--- config.mk ---
export PLATFORM = sky130hd
export DESIGN_NAME = ddpi_control
export DESIGN_NICKNAME = d
export VERILOG_FILES = /design/src/rtl/ddpi_pkg.sv /design/src/rtl/ddpi_control.sv
export SDC_FILE = /design/constraint.sdc
export NUM_CORES = 1
export LEC_CHECK = 0
export ABC_AREA = 1
export BUFFER_PORTS_ARGS = -buffer_cell sky130_fd_sc_hd__buf_2
export CORE_AREA = 2 2 39 41
export CTS_CLUSTER_DIAMETER = 30
export DETAILED_ROUTE_END_ITERATION = 8
export DIE_AREA = 0 0 41 43
export GPL_ROUTABILITY_DRIVEN = 0
export GPL_TIMING_DRIVEN = 0
export HOLD_SLACK_MARGIN = 0.1
export PLACE_DENSITY_LB_ADDON = 0.3
export SYNTH_ARGS = -nofsm -noshare
export SYNTH_HDL_FRONTEND = slang
export SYNTH_SLANG_ARGS = --single-unit
--- constraint.sdc ---
create_clock -name clock -period 2.7 [get_ports clock]
set_clock_uncertainty 0.15 [all_clocks]
set_input_delay 0.27 -clock clock [delete_from_list [all_inputs] [get_ports clock]]
set_output_delay 0.27 -clock clock [all_outputs]
set_load 0.005 [all_outputs]
--- src/rtl/ddpi_pkg.sv ---
`timescale 1ns / 1ps
`default_nettype none
// ----------------------------------------------------------------------------
// ddpi_pkg
// shared constants, types and tables of the pose integrator
// ----------------------------------------------------------------------------
package ddpi_pkg;

   localparam int CordicSteps = 16;
   localparam int AngleBits   = 16;
   localparam int StepBits    = $clog2(CordicSteps + 1);

   // vector width: 21 bit distance times 30 bit gain plus growth margin
   localparam int VecBits = 56;

   localparam logic [31:0] GainInvQ30   = 32'd652032874;
   localparam logic [31:0] InvTwoPiQ32  = 32'd683565276;

   localparam logic [15:0] TimeStepReset     = 16'd6554;
   localparam logic [15:0] InvWheelBaseReset = 16'd1829;

   localparam logic CsrTimeStep     = 1'b0;
   localparam logic CsrInvWheelBase = 1'b1;

   typedef logic [31:0] atan_table_type [0:23];
   localparam atan_table_type AtanTurn32 = '{
      32'h20000000, 32'h12E4051E, 32'h09FB385B, 32'h051111D4,
      32'h028B0D43, 32'h0145D7E1, 32'h00A2F61E, 32'h00517C55,
      32'h0028BE53, 32'h00145F2F, 32'h000A2F98, 32'h000517CC,
      32'h00028BE6, 32'h000145F3, 32'h0000A2F9, 32'h0000517C,
      32'h000028BE, 32'h0000145F, 32'h00000A2F, 32'h00000517,
      32'h0000028B, 32'h00000145, 32'h000000A2, 32'h00000051
   };

   function automatic logic signed [AngleBits:0] atan_step(input logic [4:0] i);
      logic [32:0] t;
      t = {1'b0, AtanTurn32[i]} + (33'd1 << (31 - AngleBits));
      return $signed({1'b0, t[31 -: AngleBits]});
   endfunction

   typedef enum logic [6:0] {
      ST_IDLE   = 7'b0000001,
      ST_MUL1   = 7'b0000010,
      ST_MUL2   = 7'b0000100,
      ST_GAIN   = 7'b0001000,
      ST_ROT    = 7'b0010000,
      ST_UPDATE = 7'b0100000,
      ST_OUT    = 7'b1000000
   } state_type;

   typedef struct packed {
      logic load;     // capture input beat
      logic mul1;     // distance and turn product 1
      logic mul2;     // turn products 2
      logic gain;     // gain, fold, heading delta
      logic rot;      // one cordic iteration
      logic update;   // commit pose
   } cmd_type;

   typedef struct packed {
      logic is_load;
      logic is_zero;
      logic rot_done;
   } status_type;

endpackage
`default_nettype wire

--- src/rtl/ddpi_control.sv ---
`timescale 1ns / 1ps
`default_nettype none
// ----------------------------------------------------------------------------
// ddpi_control
// sequencer for one item: multiplies, cordic iterations, commit, output
// ----------------------------------------------------------------------------
module ddpi_control (
   input  wire                   clock,
   input  wire                   reset,
   input  wire                   in_valid,
   output logic                  in_ready,
   output logic                  out_valid,
   input  wire                   out_ready,
   input  ddpi_pkg::status_type  status,
   output ddpi_pkg::cmd_type     cmd
);
   import ddpi_pkg::*;

   state_type state_ff, state_in;

   always_comb begin
      state_in = state_ff;
      cmd      = '0;
      case (state_ff)
         ST_IDLE: begin
            cmd.load = in_valid;
            if (in_valid) state_in = ST_MUL1;
         end
         ST_MUL1: begin
            cmd.mul1 = 1'b1;
            state_in = (status.is_load || status.is_zero) ? ST_UPDATE : ST_MUL2;
         end
         ST_MUL2: begin
            cmd.mul2 = 1'b1;
            state_in = ST_GAIN;
         end
         ST_GAIN: begin
            cmd.gain = 1'b1;
            state_in = ST_ROT;
         end
         ST_ROT: begin
            cmd.rot = 1'b1;
            if (status.rot_done) state_in = ST_UPDATE;
         end
         ST_UPDATE: begin
            cmd.update = 1'b1;
            state_in   = ST_OUT;
         end
         ST_OUT: begin
            if (out_ready) state_in = ST_IDLE;
         end
         default: state_in = ST_IDLE;
      endcase
   end

   always_ff @(posedge clock) begin
      if (reset) state_ff <= ST_IDLE;
      else       state_ff <= state_in;
   end

   assign in_ready  = (state_ff == ST_IDLE);
   assign out_valid = (state_ff == ST_OUT);
endmodule
`default_nettype wire

==> results.md <==
- Outcome: finished, final reports clean
- Total GRT Usage: 14.0%
- CP Data Arrival Time: 1.16 ns
- Final Routed Wirelength: 872 um
- Fmax: 634 MHz
- Delay-heaviest family, CP: simple AND/OR/NAND/NOR gates
- H-tree depth: 1
- Registers with the most flip-flops: state_ff: 7 flops
- Crit path max fanout: 4
- Endpoints failing setup: 0
- Worst-Margin Slew: 0.181 ns
- Slowest CP cell: dfxtp_1
- Clock power share: 35.9%
- Bufs on Longest Clock Path: 2
- Cell Area, Synth: 474 um2
- Initial Util: 34.3%
- CP endpoint kind: primary output
- Power Internal: 0.185 mW
- Setup crit start kind: flop
- Psw: 0.0682 mW
- Critical R2R Capture: state_ff[0]$_SDFFE_PP1P_
- Layout cells sized above 1: 39.1%
- Synth async-reset ratio: 0%
- Final hold vios: 0
- Die width: 41 um
- Wire length per cell: 8.07 um
- Die area: 0.00176 mm2
- Routed Antenna Nets: 0
- Synth Instances: 74
- Slew margin rel.: 87.8%
- Worst Path Required: 2.28 ns
- Worst R2R Setup Slack: 1.43 ns
- Routed length on met2: 406 um
- RR Startpoint: state_ff[5]$_SDFFE_PP0P_
- Residual DRC count: 0
- Via count of the first global-routing pass: 415
- Layout area overhead: 24.5%
- Min Tclk post-route: 1.58 ns
- Max-slew violations: 0
- Initial antenna violation count: 0
- Number of top-level pins: 15
- Net Sw Frac: 27.0%
- Nets: 100
- Total iterations of the first detailed-routing run: 2
- Fin cells: 108
- Utilization after layout: 42.7%
- Port-buffer cells: 14
- Maximum vdd drop: 0.187 mV
- Total setup buffers inserted after CTS: 0
- Clock Latency Late Sink: 0.25 ns
- Antenna diodes: 0
- Core area: 0.00138 mm2
- CP bufs+invs: 3
- # rows: 14
- Reg power frac: 43.3%
- Cts bufs inserted: 3
- Worst hold path class: input pin to flop
- Area leader, netlist: dfxtp_1
- Cell variety after synth: 16
- Static Leak: 0.338 nW
- Yosys warning total: 0
- Largest register FFs: 7
- WS Path Type: flop to primary output
- CTS tree: yes
- FF/Latch Area: 140 um2
- Total number of vias: 456
- Synth Register Bits: 7
- HPWL Detailed: 753 um
- Die span in y: 43 um
- Largest net degree at the start of global routing: 8
- Syn avg cell area: 6.41 um2
- Sequence of cells on the critical path: inv_1 -> nand2_2 -> nor2_4 -> nand2_1 -> inv_1 -> buf_2
- Net count after synthesis: 81
- Setup TNS: 0 ns
- Global-route wire length before repair: 1550 um
- Share of the yosys chip area belonging to registers: 29.6%
- M1 wire length: 407 um
- Power share of the combinational group: 20.8%
- Ratio of final minimum period to clock period: 58.4%
- WHS Path Cells: 2
- Max stage delay on crit path: 0.30 ns
- Worst Hold Endpoint: state_ff[6]$_SDFFE_PP0P_
- WL met3: 39 um
- Footprint of the multi-input gates: 267 um2
- Cts hold-fix bufs: 0
- Vias per cell: 4.22
- RSZ-0062 raised after global routing: false
- Clock Sinks: 7
- Largest reg by FF count: state_ff
- CTS resizes: 0
- Pwr Density: 428 mW/mm2
- Synth Flop Type: dfxtp_1
- Number of flops mapped to enable cells by yosys: 0
- # placed instances: 104
- Layout filler cell count: 153
- Hold Crit Start: reset
- CTS root buffer: clkbuf_4
- Maximum Capacitance Violations: 0
- Top cell type's share of synthesized area: 29.6%
- CTS clk-pin slew, worst paths: 0.05 ns
- Post-synth top cells: inv_1, nand2_1, nor2_1
- Reg2Reg Depth: 8
- GR Overflow Total: 0
- Area contributors post-synth: dfxtp_1, inv_1, nand2_1
- DR iter-0 viols: 4
- Cell mode on critical path: inv_1
- Highest routed layer: met4
==> layout make-up <==
| type | count | share of cell area (%) |
|---|---|---|
| clock buffers | 4 | 4.45 |
| well taps | 16 | 3.39 |
| multi-input cells | 49 | 45.1 |
| repair buffers | 14 | 11.9 |
| flip-flops and latches | 7 | 23.7 |
| inverters | 18 | 11.4 |
==> layout by cell type (no fill, tap or decap), drive strengths merged <==
cell / netlist / routed
a21oi: 2 / 2
buf: 0 / 14
clkbuf: 0 / 4
clkinv: 1 / 1
dfxtp: 7 / 7
inv: 17 / 17
nand2: 21 / 21
nand3: 5 / 5
nor2: 16 / 16
nor3: 4 / 4
o21ai: 1 / 1
==> routing by layer <==
layer	global-route usage, %	vias up
met5	0	-
met4	14.0	0
met3	4.71	2
met2	19.4	11
met1	15.3	189
li1	-	254
==> metrics by stage <==
stage	hold WS, ns	power (mW)	worst slack (ns)	cell area (um2)
6_report	0.139	0.253	1.12	591
5_1_grt	0.134	0.273	0.993	591
4_1_cts	0.129	0.259	1.09	591
3_5_place_dp	0.395	0.165	1.36	564
3_3_place_gp	0.392	0.165	1.37	564
2_1_floorplan	0.189	0.150	1.51	474
==> cells by family after synthesis <==
kind of cell,synth area share [%]
AOI/OAI and AO/OA,3.17
and+or+nand+nor,53.0
buffers and inverters,14.2
DFF,29.6
==> worst max path at each step <==
stage                   to  cells past startpoint                      from  slack [ns]
global placement    cmd[3]                      6  state_ff[5]$_SDFFE_PP0P_        1.37
floorplan           cmd[5]                      5  state_ff[5]$_SDFFE_PP0P_        1.51
global route        cmd[3]                      6  state_ff[6]$_SDFFE_PP0P_        0.99
finish              cmd[3]                      6  state_ff[5]$_SDFFE_PP0P_        1.12
CTS                 cmd[3]                      6  state_ff[5]$_SDFFE_PP0P_        1.09
detailed placement  cmd[3]                      6  state_ff[5]$_SDFFE_PP0P_        1.36
==> power by group through the flow <==
stage / sequential, mW / combinational (mW) / clock, mW
final: 0.110 / 0.0527 / 0.0907
after global routing: 0.110 / 0.0614 / 0.102
after CTS: 0.109 / 0.0538 / 0.0957
after detailed placement: 0.112 / 0.0537 / 0
after global placement: 0.111 / 0.0535 / 0
after floorplan: 0.111 / 0.0385 / 0
Power figures use the tool's default switching activity.
